==> src/rtl/swdq_pkg.sv <==
// Package for the debounced key event queue.
// Holds switch codes, command and register indexes, ring sizing and shared helpers.
// No dependencies.
package swdq_pkg;

   localparam int RING_DEPTH = 8;
   localparam int RING_AW    = $clog2(RING_DEPTH);
   localparam int NUM_KEYS   = 3;
   localparam int TIME_W     = 32;
   localparam int DEB_W      = 16;
   localparam int KEY_W      = 2;

   // stable sample count saturates at three; two repeats make a state stable
   localparam logic [1:0] STABLE_MAX = 2'd3;
   localparam logic [1:0] STABLE_MIN = 2'd2;

   typedef enum logic [2:0] {
      SW_NONE    = 3'd0,
      SW_PLUS    = 3'd1,
      SW_MINUS   = 3'd2,
      SW_CENTER  = 3'd3,
      SW_INVALID = 3'd4
   } sw_code_type;

   typedef enum logic {
      CMD_POLL    = 1'b0,
      CMD_CAPTURE = 1'b1
   } cmd_type;

   typedef enum logic {
      CSR_DEBOUNCE    = 1'b0,
      CSR_MOTION_HOLD = 1'b1
   } csr_index_type;

   typedef struct packed {
      logic             nonempty;
      logic [KEY_W-1:0] key;
   } ring_status_type;

   function automatic sw_code_type classify(input logic p, input logic m, input logic c);
      sw_code_type code;
      case ({c, m, p})
         3'b000:  code = SW_NONE;
         3'b001:  code = SW_PLUS;
         3'b010:  code = SW_MINUS;
         3'b100:  code = SW_CENTER;
         default: code = SW_INVALID;
      endcase
      return code;
   endfunction

   function automatic logic [RING_AW-1:0] ring_next(input logic [RING_AW-1:0] ptr);
      logic [RING_AW-1:0] nxt;
      if (ptr == RING_AW'(RING_DEPTH - 1)) begin
         nxt = '0;
      end else begin
         nxt = ptr + RING_AW'(1);
      end
      return nxt;
   endfunction

endpackage

==> src/rtl/switch_debounce_event_queue_unit.sv <==
// Debounced key event queue, top level.
// Latency: the result of an item is valid in the cycle after it is accepted.
// Throughput: one item per cycle unless stalled; output register refills as it is taken.
// Reset: synchronous, clears all key, timer and ring pointer state and loads
// debounce 50 ms and motion hold 30000 ms; ring entries are not cleared.
// Depends on swdq_pkg, swdq_ring and swdq_poll.
module switch_debounce_event_queue_unit import swdq_pkg::*; (
   input  logic        clock,
   input  logic        reset,
   input  logic        req_tvalid,
   output logic        req_tready,
   input  logic [39:0] req_tdata,   // now_ms, plus_pressed, minus_pressed, center_pressed,
                                    // body_present, zero fill
   input  logic        req_tuser,   // command
   output logic        rsp_tvalid,
   input  logic        rsp_tready,
   output logic [7:0]  rsp_tdata,   // key_event, motion_active, zero fill
   input  logic        csr_we,
   input  logic        csr_addr,
   input  logic [31:0] csr_wdata
);

   logic [DEB_W-1:0]  debounce_ff;
   logic [TIME_W-1:0] hold_ff;
   logic              rsp_valid_ff;
   logic [KEY_W-1:0]  key_ff;
   logic              motion_ff;
   logic              accept;
   logic              capture_go;
   logic              poll_go;
   logic [TIME_W-1:0] now_ms;
   logic [NUM_KEYS-1:0] pressed;
   sw_code_type       sw;
   ring_status_type   status;
   logic [KEY_W-1:0]  key_event;
   logic              motion_active;

   assign req_tready = !rsp_valid_ff || rsp_tready;
   assign accept     = req_tvalid && req_tready;
   assign capture_go = accept && (cmd_type'(req_tuser) == CMD_CAPTURE);
   assign poll_go    = accept && (cmd_type'(req_tuser) == CMD_POLL);
   assign now_ms     = req_tdata[TIME_W-1:0];
   assign pressed    = req_tdata[TIME_W+NUM_KEYS-1:TIME_W];
   assign sw         = classify(pressed[0], pressed[1], pressed[2]);

   always_ff @(posedge clock) begin
      if (reset) begin
         debounce_ff <= DEB_W'(50);
         hold_ff     <= TIME_W'(30000);
      end else if (csr_we) begin
         case (csr_index_type'(csr_addr))
            CSR_DEBOUNCE:    debounce_ff <= csr_wdata[DEB_W-1:0];
            CSR_MOTION_HOLD: hold_ff     <= csr_wdata;
            default:         ;
         endcase
      end
   end

   swdq_ring u_ring (
      .clock       (clock),
      .reset       (reset),
      .capture_go  (capture_go),
      .poll_go     (poll_go),
      .now_ms      (now_ms),
      .pressed     (pressed),
      .debounce_ms (debounce_ff),
      .status      (status)
   );

   swdq_poll u_poll (
      .clock          (clock),
      .reset          (reset),
      .poll_go        (poll_go),
      .now_ms         (now_ms),
      .sw             (sw),
      .body_present   (req_tdata[TIME_W+NUM_KEYS]),
      .debounce_ms    (debounce_ff),
      .motion_hold_ms (hold_ff),
      .status         (status),
      .key_event      (key_event),
      .motion_active  (motion_active)
   );

   always_ff @(posedge clock) begin
      if (reset) begin
         rsp_valid_ff <= 1'b0;
      end else if (req_tready) begin
         rsp_valid_ff <= req_tvalid;
      end
   end

   // hold the result until it is taken
   always_ff @(posedge clock) begin
      if (accept) begin
         key_ff    <= key_event;
         motion_ff <= motion_active;
      end
   end

   assign rsp_tvalid = rsp_valid_ff;
   assign rsp_tdata  = {5'b0, motion_ff, key_ff};

endmodule

==> src/rtl/swdq_ring.sv <==
// Event ring for the debounced key event queue: key latches, per-key rate limit,
// ring storage with head and tail. Depends on swdq_pkg.
module swdq_ring import swdq_pkg::*; (
   input  logic                clock,
   input  logic                reset,
   input  logic                capture_go,
   input  logic                poll_go,
   input  logic [TIME_W-1:0]   now_ms,
   input  logic [NUM_KEYS-1:0] pressed,
   input  logic [DEB_W-1:0]    debounce_ms,
   output ring_status_type     status
);

   logic [KEY_W-1:0]    ring_ff [RING_DEPTH];
   logic [RING_AW-1:0]  head_ff, head_in;
   logic [RING_AW-1:0]  tail_ff, tail_in;
   logic [NUM_KEYS-1:0] latch_ff, latch_in;
   logic [TIME_W-1:0]   qtime_ff [NUM_KEYS];
   logic [TIME_W-1:0]   qtime_in [NUM_KEYS];
   logic [NUM_KEYS-1:0] push;
   logic [RING_AW-1:0]  slot [NUM_KEYS];

   assign status.nonempty = (head_ff != tail_ff);
   assign status.key      = ring_ff[tail_ff];

   always_comb begin
      head_in  = head_ff;
      tail_in  = tail_ff;
      latch_in = latch_ff;
      qtime_in = qtime_ff;
      push     = '0;
      // keys go in order plus, minus, centre; each sees the head left by the previous
      for (int k = 0; k < NUM_KEYS; k++) begin
         slot[k] = head_in;
         if (capture_go && pressed[k] && !latch_ff[k] &&
             ((now_ms - qtime_ff[k]) >= {{(TIME_W-DEB_W){1'b0}}, debounce_ms}) &&
             (ring_next(head_in) != tail_ff)) begin
            push[k]     = 1'b1;
            head_in     = ring_next(head_in);
            qtime_in[k] = now_ms;
         end
      end
      if (capture_go) begin
         latch_in = pressed;
      end
      if (poll_go && status.nonempty) begin
         tail_in = ring_next(tail_ff);
      end
   end

   always_ff @(posedge clock) begin
      if (reset) begin
         head_ff  <= '0;
         tail_ff  <= '0;
         latch_ff <= '0;
         for (int k = 0; k < NUM_KEYS; k++) begin
            qtime_ff[k] <= '0;
         end
      end else begin
         head_ff  <= head_in;
         tail_ff  <= tail_in;
         latch_ff <= latch_in;
         qtime_ff <= qtime_in;
      end
   end

   // ring storage has no reset; only written entries are ever popped
   always_ff @(posedge clock) begin
      for (int k = 0; k < NUM_KEYS; k++) begin
         if (push[k]) begin
            ring_ff[slot[k]] <= KEY_W'(k + 1);
         end
      end
   end

endmodule

==> src/rtl/swdq_poll.sv <==
// Poll path of the debounced key event queue: motion hold, switch sampler with
// stable count, and press suppression after a queued event. Depends on swdq_pkg.
module swdq_poll import swdq_pkg::*; (
   input  logic              clock,
   input  logic              reset,
   input  logic              poll_go,
   input  logic [TIME_W-1:0] now_ms,
   input  sw_code_type       sw,
   input  logic              body_present,
   input  logic [DEB_W-1:0]  debounce_ms,
   input  logic [TIME_W-1:0] motion_hold_ms,
   input  ring_status_type   status,
   output logic [KEY_W-1:0]  key_event,
   output logic              motion_active
);

   logic [TIME_W-1:0] deadline_ff, deadline_in;
   logic              flag_ff, flag_in;
   logic [TIME_W-1:0] sample_ff, sample_in;
   sw_code_type       raw_ff, raw_in;
   sw_code_type       stable_ff, stable_in;
   logic [1:0]        count_ff, count_in;
   logic              suppress_ff, suppress_in;
   logic [TIME_W-1:0] diff;
   sw_code_type       ev;

   always_comb begin
      deadline_in = deadline_ff;
      flag_in     = flag_ff;
      sample_in   = sample_ff;
      raw_in      = raw_ff;
      stable_in   = stable_ff;
      count_in    = count_ff;
      suppress_in = suppress_ff;
      ev          = SW_NONE;
      // with body high the new deadline minus now is the hold time itself
      diff        = body_present ? motion_hold_ms : (deadline_ff - now_ms);
      if (poll_go) begin
         if (body_present) begin
            deadline_in = now_ms + motion_hold_ms;
         end
         flag_in = (diff != '0) && !diff[TIME_W-1];
         if (status.nonempty) begin
            ev          = sw_code_type'({1'b0, status.key});
            suppress_in = 1'b1;
         end else if ((now_ms - sample_ff) >= {{(TIME_W-DEB_W){1'b0}}, debounce_ms}) begin
            sample_in = now_ms;
            if (sw == raw_ff) begin
               if (count_ff < STABLE_MAX) begin
                  count_in = count_ff + 2'd1;
               end
            end else begin
               raw_in   = sw;
               count_in = '0;
            end
            if (count_in >= STABLE_MIN && sw != stable_ff) begin
               stable_in = sw;
               if (stable_ff == SW_NONE && sw != SW_NONE && sw != SW_INVALID) begin
                  if (suppress_ff) begin
                     suppress_in = 1'b0;
                  end else begin
                     ev = sw;
                  end
               end
            end
         end
      end
   end

   assign key_event     = ev[KEY_W-1:0];
   assign motion_active = flag_in;

   always_ff @(posedge clock) begin
      if (reset) begin
         deadline_ff <= '0;
         flag_ff     <= 1'b0;
         sample_ff   <= '0;
         raw_ff      <= SW_NONE;
         stable_ff   <= SW_NONE;
         count_ff    <= '0;
         suppress_ff <= 1'b0;
      end else begin
         deadline_ff <= deadline_in;
         flag_ff     <= flag_in;
         sample_ff   <= sample_in;
         raw_ff      <= raw_in;
         stable_ff   <= stable_in;
         count_ff    <= count_in;
         suppress_ff <= suppress_in;
      end
   end

endmodule

==> config.mk <==
export PLATFORM = sky130hd
export DESIGN_NAME = switch_debounce_event_queue_unit
export DESIGN_NICKNAME = d
export VERILOG_FILES = /design/src/rtl/swdq_pkg.sv /design/src/rtl/switch_debounce_event_queue_unit.sv /design/src/rtl/swdq_ring.sv /design/src/rtl/swdq_poll.sv
export SDC_FILE = /design/constraint.sdc
export NUM_CORES = 1
export LEC_CHECK = 0
export CAP_MARGIN = 20
export CORE_ASPECT_RATIO = 0.7
export CORE_MARGIN = 4
export CORE_UTILIZATION = 39
export DETAILED_ROUTE_END_ITERATION = 6
export DONT_BUFFER_PORTS = 1
export SETUP_SLACK_MARGIN = 0.5
export SKIP_CTS_REPAIR_TIMING = 1
export SLEW_MARGIN = 20
export SYNTH_ARGS = -nofsm -noshare
export SYNTH_HDL_FRONTEND = slang
export SYNTH_SLANG_ARGS = --single-unit
==> constraint.sdc <==
create_clock -name clock -period 14.4 [get_ports clock]
set_input_delay 2.16 -clock clock [delete_from_list [all_inputs] [get_ports clock]]
set_output_delay 2.16 -clock clock [all_outputs]
set_load 0.01 [all_outputs]
==> flow_metrics.env <==
export IMPL_total_power_mw=2.34
export IMPL_num_vias=20031
export IMPL_dieArea_um2=59400
export IMPL_r2r_start="u_ring.qtime_ff[64]$_SDFFE_PP0N_"
export IMPL_core_um2=54300
export IMPL_cts_htree_levels=1
export IMPL_synthFlopType="dfxtp_1"
export IMPL_hold_viol=0
export IMPL_relSlewSlack_pct=24.9
export IMPL_status="complete, no violations"
export IMPL_cts_buffers=30
export IMPL_ys_types=94
export IMPL_vdd_drop_max_mv=0.0879
export IMPL_worstPathArrival_ns=11.90
export IMPL_fin_cells=3578
export IMPL_grt_total_usage_pct=20.6
export IMPL_cts_tree="built"
export IMPL_p_leak_nw=9.68
export IMPL_die_h_um=205
export IMPL_dr_first_iter_drc_count=1424
export IMPL_grt_pass1_wl_um=100000
export IMPL_root_buffer="clkbuf_16"
export IMPL_setup_viol=0
export IMPL_layout_common_cells="nor2_1 (380), a21oi_1 (302), nand2_1 (266)"
export IMPL_io_pins=89
export IMPL_wire_per_inst_um=17.7
export IMPL_fmax_mhz=87.4
export IMPL_clk_insertion_delay_late_ns=0.61
export IMPL_critPathMaxFanout=32
export IMPL_skew_ns=0.0364
export IMPL_routed_wl_um=63200
export IMPL_min_path_cells=2
export IMPL_antenna_found_initial=0
export IMPL_synthesis_area_um2=21600
export IMPL_final_nets=3165
export IMPL_ant_nets=0
export IMPL_worstSetupEndpointType="flip-flop"
export IMPL_ys_seq_area_share_pct=23.3
export IMPL_min_path_type="flip-flop to flip-flop"
export IMPL_crit_path_max_incr_delay_ns=0.63
export IMPL_synth_edf_count=3
export IMPL_drive_gt1_share_pct=3.55
export IMPL_fin_crit_ns=11.44
export IMPL_min_delay_start="u_poll.deadline_ff[3]$_SDFFE_PP0P_"
export IMPL_postSynthAreaPerCell_um2=7.51
export IMPL_postLayoutCoreUtil_pct=42.8
export IMPL_pre_cts_ws_ns=2.57
export IMPL_drc_errors=0
export IMPL_num_rows=71
export IMPL_hold_end="u_poll.deadline_ff[3]$_SDFFE_PP0P_"
export IMPL_cts_path_max_buffers=3
export IMPL_dp_cells=3522
export IMPL_placed_area_um2=22200
export IMPL_powerDensity_nw_per_um2=100
export IMPL_start_util_pct=39.9
export IMPL_netlist_instances=2883
export IMPL_finalWorstSetupSlack_ns=2.96
export IMPL_report_final_slew_viol_count=0
export IMPL_gp_congestion=0.916
export IMPL_syn_to_final_growth_pct=7.43
export IMPL_ys_seq_elements=250
export IMPL_portBuffers=0
export IMPL_synth_warning_count=0
export IMPL_critPathSlowestCell="o21ai_0"
export IMPL_reg2regPathDepth=33
export IMPL_cts_sinks=250
export IMPL_tns_ns=0
export IMPL_grt_max_degree=235
export IMPL_die_w_um=290
export IMPL_final_common_cell="nor2_1"
export IMPL_criticalPathCategory="input pin to flip-flop"
export IMPL_clk_pin_slew_worst_paths_ns=0.06
export IMPL_fillers=5507
export IMPL_synth_async_reset_ratio_pct=0
export IMPL_min_period_over_period_pct=79.4
export IMPL_viasPerCell=5.60
export IMPL_crit_path_start_kind="input pin"
export IMPL_hpwl_um=48700
export IMPL_reg2reg_setup_slack_ns=4.33
export IMPL_cap_violations=0
export IMPL_hold_ws_ns=0.456
export IMPL_worstMarginPinSlew_ns=1.12
export IMPL_final_area_um2=23300
export IMPL_cpMostUsedCell="ha_1"
export IMPL_grt_overflow=0
export IMPL_grt_pass1_vias=18977
export IMPL_rr_endpoint="u_ring.qtime_ff[30]$_SDFFE_PP0P_"
export IMPL_diodes=0
export IMPL_worstPathRequired_ns=14.86
export IMPL_rsz0062_at_grt="false"
export IMPL_drt_pass1_iter_count=5
-- routing by layer --
metal	global-route usage, %	part of all wire, %	up-vias
li1	-	-	10039
met1	31.1	52	9412
met2	31.4	41	499
met3	2.26	5.2	81
met4	4.24	2.0	0
met5	0	0	-
-- worst max path at each step --
stage	from	end	cells past startpoint
floorplan	req_tdata[0]	u_ring.qtime_ff[10]$_SDFFE_PP0P_	35
global placement	req_tdata[0]	u_ring.qtime_ff[0]$_SDFFE_PP0P_	34
detailed placement	req_tdata[0]	u_ring.qtime_ff[4]$_SDFFE_PP0P_	34
CTS	req_tdata[0]	u_ring.qtime_ff[27]$_SDFFE_PP0P_	34
global route	req_tdata[0]	u_ring.qtime_ff[27]$_SDFFE_PP0P_	34
finish	req_tdata[0]	u_ring.qtime_ff[30]$_SDFFE_PP0P_	34
-- Yosys cell counts (all sizes together), types with 12 or more instances --
library cell	instances	area share (%)
nor2	381	6.6
a21oi	304	7.1
nand2	266	4.6
ha	256	15
dfxtp	247	23
inv	244	4.2
o21ai	122	2.9
mux2i	97	4.6
xnor2	75	3.2
clkbuf	74	1.3
a21o	68	2.4
nand3	67	1.5
nand2b	56	1.6
xor2	52	2.1
nor3	48	1.1
nor2b	37	1.1
a31oi	33	0.95
o21a	33	1.1
a211oi	30	1.0
buf	29	0.78
and3	28	0.81
o211ai	26	0.90
nand3b	22	0.76
nor4	21	0.61
o21bai	18	0.62
nand4	16	0.46
or3	16	0.46
o31ai	14	0.49
a211o	13	0.53
a21boi	12	0.42
o22ai	12	0.35
-- kinds of logic (layout without fill, tap and decap cells) --
kind of cell | after synthesis | count (layout) | share of synthesized area, %
xor gates and xnor gates | 128 | 128 | 5.37
buffers and inverters | 347 | 308 | 6.30
and+or+nand+nor | 1014 | 1014 | 21.7
other | 1 | 5 | 0.0173
DFF | 250 | 250 | 23.3
muxes | 109 | 109 | 5.45
AOI/OAI and AO/OA | 771 | 771 | 22.5
adders and majority gates | 263 | 263 | 15.4
-- state kept, by name, indices dropped and copies added, names as in the netlist, 3 cells and up, named ones only --
register / cells
u_ring.ring_ff: 16
debounce_ff: 16
u_ring.tail_ff: 3
u_poll.deadline_ff: 32
u_poll.stable_ff: 3
u_ring.latch_ff: 3
u_ring.head_ff: 3
u_poll.sample_ff: 32
u_ring.qtime_ff: 96
u_poll.raw_ff: 3
hold_ff: 32
-- power breakdown --
part           leakage [nW]  switching (mW)  total, mW  internal, mW
sequential             2.04          0.0327      0.775         0.742
clock                 0.505           0.341      0.817         0.475
combinational          7.13           0.431      0.744         0.313
total                  9.68           0.805       2.34          1.53
-- critical path: cells and delay by family --
family / cells / cell delay [ns]
adder cells (fa/ha/maj): 5 / 1.61
multiplexers: 4 / 1.43
XOR/XNOR: 4 / 1.10
AND/OR/NAND/NOR: 10 / 2.01
AO/OA/AOI/OAI: 8 / 2.73
buffers and inverters: 3 / 0.83
-- cell type report --
type,instances,area (um^2),area share [%]
Clock buffer,40,860,3.70
Clock inverter,16,196,0.845
Inverter,244,916,3.94
Multi-Input combinational cell,2290,15300,65.7
Sequential cell,250,5030,21.7
Tap cell,730,913,3.93
Timing Repair Buffer,8,60.1,0.258
Note: power is estimated with default switching activity, not from simulation.
